## src/hss_pkg.sv

```systemverilog
// ----------------------------------------------------------------------------
// hss_pkg
// Shared types and constants for the Hall sensor homing sequencer.
// ----------------------------------------------------------------------------
package hss_pkg;

  localparam int unsigned COUNT_BITS_DEF = 16;
  localparam int unsigned THRESH_W       = 10;
  localparam int unsigned MIN_OUT_W      = 16;
  localparam int unsigned SAMPLE_W       = 10;
  localparam int unsigned CFG_DATA_W     = 16;
  localparam int unsigned CFG_IDX_W      = 1;

  localparam logic [THRESH_W-1:0]  RESET_THRESHOLD   = THRESH_W'(100);
  localparam logic [MIN_OUT_W-1:0] RESET_MIN_OUTSIDE = MIN_OUT_W'(20);

  localparam logic [CFG_IDX_W-1:0] CFG_FIELD_THRESHOLD   = 1'b0;
  localparam logic [CFG_IDX_W-1:0] CFG_MIN_OUTSIDE_STEPS = 1'b1;

  typedef enum logic [2:0] {
    PH_IDLE    = 3'd0,
    PH_FIND    = 3'd1,
    PH_LEAVE   = 3'd2,
    PH_INFIELD = 3'd3,
    PH_CENTER  = 3'd4,
    PH_DONE    = 3'd5
  } phase_t;

  typedef enum logic [1:0] {
    CMD_NONE = 2'd0,
    CMD_FWD  = 2'd1,
    CMD_BACK = 2'd2,
    CMD_ZERO = 2'd3
  } cmd_t;

  localparam logic FUNC_TICK  = 1'b0;
  localparam logic FUNC_START = 1'b1;

endpackage

```

## src/hall_sensor_homing_sequencer.sv

```systemverilog
// ----------------------------------------------------------------------------
// hall_sensor_homing_sequencer
// Homing sequencer for a stepper pointer with a Hall sensor: finds the
// magnet, crosses its field while counting, steps back half and zeroes.
//
//   channel  direction  handshake            payload
//   in       input      in_valid / in_stall  in_func, in_sensor_sample
//   out      output     out_valid / out_stall out_step_command, out_done_res,
//                                             out_phase
//   cfg      input      cfg_we               cfg_index, cfg_wdata
//
// One item per cycle sustained while out_stall is low: an item is captured
// in the input register, then the phase and counter update and the result
// register loads once the output is empty or not stalled, setting out_valid.
// The input register takes one more item while a result waits at the output.
// Synchronous active-low reset returns the phase to idle, clears the counter
// and restores both configuration registers to their defaults.
// ----------------------------------------------------------------------------
module hall_sensor_homing_sequencer
  import hss_pkg::*;
#(
  parameter int unsigned COUNT_BITS = COUNT_BITS_DEF
) (
  input  logic                  clk,
  input  logic                  rst_n,
  input  logic                  in_valid,
  output logic                  in_stall,
  input  logic                  in_func,
  input  logic [SAMPLE_W-1:0]   in_sensor_sample,
  output logic                  out_valid,
  input  logic                  out_stall,
  output logic [1:0]            out_step_command,
  output logic                  out_done_res,
  output logic [2:0]            out_phase,
  input  logic                  cfg_we,
  input  logic [CFG_IDX_W-1:0]  cfg_index,
  input  logic [CFG_DATA_W-1:0] cfg_wdata
);

  localparam int unsigned WIDE_W =
    ((COUNT_BITS > MIN_OUT_W) ? COUNT_BITS : MIN_OUT_W) + 1;
  localparam logic [COUNT_BITS-1:0] CNT_MAX = {COUNT_BITS{1'b1}};

  logic [THRESH_W-1:0]   thresh_r;
  logic [MIN_OUT_W-1:0]  min_out_r;

  logic                  in_valid_r;
  logic                  func_r;
  logic [SAMPLE_W-1:0]   sample_r;

  phase_t                phase_r, phase_nxt;
  logic [COUNT_BITS-1:0] count_r, count_nxt;

  logic                  out_valid_r;
  cmd_t                  cmd_r, cmd_nxt;
  logic                  done_r, done_nxt;
  phase_t                ophase_r;

  logic                  advance;
  logic                  present;
  logic [COUNT_BITS-1:0] count_inc;
  logic [COUNT_BITS-1:0] min_load;
  logic                  count_le_min;
  logic [WIDE_W-1:0]     count_wide;
  logic [WIDE_W-1:0]     min_wide;

  assign advance   = in_valid_r && (!out_valid_r || !out_stall);
  assign in_stall  = in_valid_r && !advance;

  assign present      = sample_r < thresh_r;
  assign count_wide   = WIDE_W'(count_r);
  assign min_wide     = WIDE_W'(min_out_r);
  assign count_le_min = count_wide <= min_wide;
  assign count_inc    = (count_r == CNT_MAX) ? CNT_MAX : count_r + 1'b1;
  assign min_load     = (min_wide >= WIDE_W'(CNT_MAX)) ? CNT_MAX
                                                       : COUNT_BITS'(min_wide + 1'b1);

  always_comb begin
    phase_nxt = phase_r;
    count_nxt = count_r;
    if (func_r == FUNC_START) begin
      phase_nxt = PH_FIND;
      count_nxt = '0;
    end else begin
      case (phase_r)
        PH_FIND: begin
          if (present && count_le_min) begin
            count_nxt = min_load;
            phase_nxt = PH_LEAVE;
          end else if (present) begin
            count_nxt = '0;
            phase_nxt = PH_INFIELD;
          end else begin
            count_nxt = count_inc;
          end
        end
        PH_LEAVE: begin
          if (count_r == '0) begin
            phase_nxt = PH_FIND;
          end else begin
            count_nxt = count_r - 1'b1;
          end
        end
        PH_INFIELD: begin
          if (!present) begin
            phase_nxt = PH_CENTER;
            count_nxt = count_r >> 1;
          end else begin
            count_nxt = count_inc;
          end
        end
        PH_CENTER: begin
          if (count_r == '0) begin
            phase_nxt = PH_DONE;
          end else begin
            count_nxt = count_r - 1'b1;
          end
        end
        default: begin
        end
      endcase
    end
  end

  always_comb begin
    cmd_nxt  = CMD_NONE;
    done_nxt = 1'b0;
    if (func_r == FUNC_TICK) begin
      case (phase_r)
        PH_FIND: begin
          if (!present) begin
            cmd_nxt = CMD_FWD;
          end
        end
        PH_LEAVE: begin
          if (count_r != '0) begin
            cmd_nxt = CMD_BACK;
          end
        end
        PH_INFIELD: begin
          if (present) begin
            cmd_nxt = CMD_FWD;
          end
        end
        PH_CENTER: begin
          cmd_nxt = (count_r == '0) ? CMD_ZERO : CMD_BACK;
        end
        PH_DONE: begin
          done_nxt = 1'b1;
        end
        default: begin
        end
      endcase
    end
  end

  always_ff @(posedge clk) begin
    if (!rst_n) begin
      thresh_r  <= RESET_THRESHOLD;
      min_out_r <= RESET_MIN_OUTSIDE;
    end else if (cfg_we) begin
      case (cfg_index)
        CFG_FIELD_THRESHOLD:   thresh_r  <= cfg_wdata[THRESH_W-1:0];
        CFG_MIN_OUTSIDE_STEPS: min_out_r <= cfg_wdata[MIN_OUT_W-1:0];
        default: begin
        end
      endcase
    end
  end

  always_ff @(posedge clk) begin
    if (!rst_n) begin
      in_valid_r <= 1'b0;
    end else if (!in_stall) begin
      in_valid_r <= in_valid;
    end
  end

  always_ff @(posedge clk) begin
    if (in_valid && !in_stall) begin
      func_r   <= in_func;
      sample_r <= in_sensor_sample;
    end
  end

  always_ff @(posedge clk) begin
    if (!rst_n) begin
      phase_r <= PH_IDLE;
      count_r <= '0;
    end else if (advance) begin
      phase_r <= phase_nxt;
      count_r <= count_nxt;
    end
  end

  always_ff @(posedge clk) begin
    if (!rst_n) begin
      out_valid_r <= 1'b0;
    end else if (advance) begin
      out_valid_r <= 1'b1;
    end else if (!out_stall) begin
      out_valid_r <= 1'b0;
    end
  end

  always_ff @(posedge clk) begin
    if (advance) begin
      cmd_r    <= cmd_nxt;
      done_r   <= done_nxt;
      ophase_r <= phase_nxt;
    end
  end

  assign out_valid        = out_valid_r;
  assign out_step_command = cmd_r;
  assign out_done_res     = done_r;
  assign out_phase        = ophase_r;

  a_done_in_done_phase: assert property (@(posedge clk) disable iff (!rst_n)
    (out_valid_r && done_r) |-> (ophase_r == PH_DONE))
    else $error("done reported outside the calibrated phase");

  a_zero_enters_done: assert property (@(posedge clk) disable iff (!rst_n)
    (out_valid_r && cmd_r == CMD_ZERO) |-> (ophase_r == PH_DONE))
    else $error("zero command without entering the calibrated phase");

  a_no_stall_when_empty: assert property (@(posedge clk) disable iff (!rst_n)
    !in_valid_r |-> !in_stall)
    else $error("input stalled with an empty input register");

  a_state_holds_without_advance: assert property (@(posedge clk) disable iff (!rst_n)
    !advance |=> ($stable(phase_r) && $stable(count_r)))
    else $error("sequencer state changed without an item");

endmodule
```

## config.mk

```make
export PLATFORM = sky130hd
export DESIGN_NAME = hall_sensor_homing_sequencer
export DESIGN_NICKNAME = d
export VERILOG_FILES = /design/src/hss_pkg.sv /design/src/hall_sensor_homing_sequencer.sv
export SDC_FILE = /design/constraint.sdc
export NUM_CORES = 1
export LEC_CHECK = 0
export BUFFER_PORTS_ARGS = -buffer_cell sky130_fd_sc_hd__buf_2
export CORE_MARGIN = 3
export CORE_UTILIZATION = 28
export CTS_BUF_LIST = sky130_fd_sc_hd__clkbuf_16
export DETAILED_ROUTE_END_ITERATION = 10
export PLACE_DENSITY = 0.4
export SLEW_MARGIN = 10
export SYNTH_ARGS = -nofsm -noshare
export SYNTH_HDL_FRONTEND = slang
export SYNTH_SLANG_ARGS = --single-unit
```

## constraint.sdc

```tcl
create_clock -name clk -period 2.9 [get_ports clk]
set_input_delay 0.435 -clock clk [delete_from_list [all_inputs] [get_ports clk]]
set_output_delay 0.435 -clock clk [all_outputs]
set_load 0.05 [all_outputs]
```

==> results.sh <==
export IMPL_gr_usage_met3_pct=3.94
export IMPL_detailroute_via_count=4267
export IMPL_cts_repair_resized=0
export IMPL_clk_pin_slew_ns=0.06
export IMPL_antenna_cells_inserted=0
export IMPL_final_period_minus_worst_setup_slack_ns=2.60
export IMPL_post_route_drc_count=0
export IMPL_ant_nets=0
export IMPL_power_density_mw_per_mm2=470
export IMPL_holdBufCountCts=0
export IMPL_netlist_top_cells_count="94 x sky130_fd_sc_hd__nand2_1, 47 x sky130_fd_sc_hd__dfxtp_1, 35 x sky130_fd_sc_hd__a21oi_1"
export IMPL_final_hold_viol_count=0
export IMPL_unrepaired_setup_endpoints_after_global_routing="no"
export IMPL_drtPass1Iterations=4
export IMPL_die_width_um=134
export IMPL_drv_cap=0
export IMPL_dieHeight_um=134
export IMPL_post_layout_nonfiller_instances=830
export IMPL_r2r_start="min_out_r[15]"
export IMPL_yosys_area_top_type="sky130_fd_sc_hd__dfxtp_1"
export IMPL_swShare_pct=24.2
export IMPL_maxSlewViolCount=0
export IMPL_cts_inserted_buffers=9
export IMPL_cellLeakagePower_nw=2.16
export IMPL_ys_top_cells_by_area="sky130_fd_sc_hd__dfxtp_1 21%, sky130_fd_sc_hd__edfxtp_1 11%, sky130_fd_sc_hd__nand2_1 7.7%"
export IMPL_clk_path_buf_depth=2
export IMPL_dp_hpwl_mm=10.3
export IMPL_synth_seq_area_share_pct=31.7
export IMPL_min_period_over_period_pct=89.8
export IMPL_outcome="complete, no violations"
export IMPL_first_pass_grt_wire_length_mm=22.8
export IMPL_synth_top_area_share_pct=20.5
export IMPL_globalRouteOverflowTotal=0
export IMPL_synth_lib_cells_used_distinct=58
export IMPL_most_frequently_used_cell_type_in_the_post_synthesis_netlist="sky130_fd_sc_hd__nand2_1"
export IMPL_number_of_standard_cells_after_synthesis=569
export IMPL_synth_net_count=630
export IMPL_grt_util_all_layers_pct=16.2
export IMPL_finClkSkew_ns=0.0108
export IMPL_route_detailed_wl_per_inst_um=16.8
export IMPL_share_of_final_layout_standard_cells_stronger_than_drive_strength_1_pct=15.6
export IMPL_routed_via_density=5.14
export IMPL_cell_internal_pwr_mw=1.94
export IMPL_setup_worst_path_end="count_r[6]"
export IMPL_i_o_pin_count=41
export IMPL_numClockSinks=64
export IMPL_htree_levels=3
export IMPL_clkPwrFrac_pct=51.2
export IMPL_place_port_buffers=40
export IMPL_post_synth_instance_area_mm2=0.00458
export IMPL_end_kind="flip-flop"
export IMPL_max_freq_ghz=0.384
export IMPL_wl_mm=13.9
export IMPL_critical_path_startpoint="min_out_r[15]"
export IMPL_relSlewSlack_pct=45.3
export IMPL_cts_root_buf="sky130_fd_sc_hd__clkbuf_16"
export IMPL_ys_flop_type="sky130_fd_sc_hd__dfxtp_1"
export IMPL_post_cts_repair_setup_buffers=0
export IMPL_finish_net_count=670
export IMPL_synth_seq_cells=64
export IMPL_fin_setup_tns_ns=0
export IMPL_antenna_found_initial=0
export IMPL_rows=46
export IMPL_power_net_switching_mw=0.620
export IMPL_criticalPathCategory="reg -> reg"
export IMPL_clk_insertion_delay_late_ns=0.35
export IMPL_ir_worst_vdd_mv=0.310
export IMPL_share_comb_of_total_power_pct=10.8
export IMPL_crit_path_max_fanout=11
export IMPL_postSynth_asyncResetShare_pct=0
export IMPL_syn_avg_cell_area_um2=8.05
export IMPL_grt_met2_usage_pct=26.0
export IMPL_gp_routability_congestion=0.819
export IMPL_tritoncts_clock_tree="built"
export IMPL_hold_class="in -> reg"
export IMPL_power_share_sequential_pct=38.1
export IMPL_fill_cells=1698
export IMPL_critical_path_required_ns=3.13
export IMPL_regToRegEndpoint="count_r[6]"
export IMPL_syn_to_final_growth_pct=19.2
export IMPL_pin_count_of_the_biggest_net_entering_global_routing=28
export IMPL_finalSetupViolCount=0
export IMPL_coreArea_mm2=0.0159
export IMPL_initial_util_pct=28.7
export IMPL_tightest_slew_ns=0.819
export IMPL_yosys_warnings=0
export IMPL_globalRoute_busiestLayer="met2"
export IMPL_drc_violation_total_after_the_first_tritonroute_iteration=277
export IMPL_worst_r2r_setup_slack_ns=0.30
export IMPL_globalRouteMet1Util_pct=21.5
export IMPL_setup_worst_path_start_class="flip-flop"
export IMPL_worst_reg2reg_path_length_in_cells=9
export IMPL_grt_pass1_vias=4249
export IMPL_floorplan_die_area_mm2=0.0179
export IMPL_synth_edff_count=17
export IMPL_critical_path_arrival_ns=2.84
export IMPL_place_inst=814
[layout by cell type (no fill, tap or decap), types with 13 or more instances in the layout]
cell type,netlist,final
sky130_fd_sc_hd__nand2_1,94,94
sky130_fd_sc_hd__dfxtp_1,47,47
sky130_fd_sc_hd__buf_2,12,40
sky130_fd_sc_hd__a21oi_1,35,35
sky130_fd_sc_hd__inv_1,28,29
sky130_fd_sc_hd__buf_4,3,29
sky130_fd_sc_hd__nor2_1,28,28
sky130_fd_sc_hd__ha_1,28,28
sky130_fd_sc_hd__nand3_1,23,23
sky130_fd_sc_hd__a21boi_0,22,22
sky130_fd_sc_hd__xnor2_1,19,19
sky130_fd_sc_hd__edfxtp_1,17,17
sky130_fd_sc_hd__o21ai_0,13,13
[through the flow]
step	cell area [um2]	setup WS, ns	hold slack [ns]	utilization (%)	power [mW]
3_3_place_gp	5090	0.265	0.456	31.9	1.27
4_1_cts	5450	0.114	0.246	34.2	2.61
2_1_floorplan	4580	0.508	0.443	-	1.17
6_report	5460	0.295	0.263	34.2	2.56
5_1_grt	5460	0.0428	0.242	34.2	2.68
3_5_place_dp	5090	0.137	0.465	31.9	1.27
[registers in the layout, summed over array words and instances, names as in the netlist]
signal	count
sample_r	10
out_step_command	2
in_valid_r	1
out_valid	1
min_out_r	16
thresh_r	10
out_done_res	1
func_r	1
count_r	16
phase_r	3
out_phase	3
[power groups by stage]
stage	Clock [mW]	Sequential, mW	Combinational, mW
after CTS	1.35	0.977	0.275
final	1.31	0.976	0.276
after global routing	1.39	0.981	0.308
after global placement	0	0.996	0.272
after detailed placement	0	0.996	0.274
after floorplan	0	1.00	0.170
[cell families after synthesis]
| kind of cell | share of synthesized area [%] |
|---|---|
| AND/OR/NAND/NOR | 23.4 |
| AO/OA/AOI/OAI | 24.1 |
| buffers and inverters | 6.15 |
| flip-flops | 31.7 |
| adder cells (fa/ha/maj) | 7.65 |
| XOR/XNOR | 4.59 |
| multiplexers | 2.43 |
[critical path: stages, from the launching register on]
cell	delay (ns)
sky130_fd_sc_hd__dfxtp_1	0.38
sky130_fd_sc_hd__inv_1	0.09
sky130_fd_sc_hd__ha_1	0.32
sky130_fd_sc_hd__nand4_1	0.19
sky130_fd_sc_hd__nor4_2	0.36
sky130_fd_sc_hd__a21boi_1	0.20
sky130_fd_sc_hd__o31a_1	0.26
sky130_fd_sc_hd__nor2_4	0.12
sky130_fd_sc_hd__a221o_1	0.33
sky130_fd_sc_hd__a32o_1	0.24
[layout make-up]
class	count	area [um2]	area share (%)
inverters	28	105	1.93
well taps	216	270	4.95
repair buffers	69	418	7.66
flip-flops and latches	64	1450	26.6
clock buffers	10	250	4.58
clock inverters	6	106	1.95
multi-input cells	437	2860	52.3
[worst min-delay path by stage]
stage	start	end	slack [ns]	cells past startpoint
2_1_floorplan	thresh_r[1]	thresh_r[1]	0.44	2
3_3_place_gp	thresh_r[9]	thresh_r[9]	0.46	2
3_5_place_dp	thresh_r[3]	thresh_r[3]	0.47	2
4_1_cts	in_sensor_sample[0]	sample_r[0]	0.25	1
5_1_grt	in_sensor_sample[9]	sample_r[9]	0.24	1
6_report	in_sensor_sample[0]	sample_r[0]	0.26	1
[routing by layer]
metal	wire length, um	up-vias
met3	585	17
li1	-	2150
met4	227	0
met2	6390	88
met1	6710	2012
met5	0	-
Power figures use the tool's default switching activity.
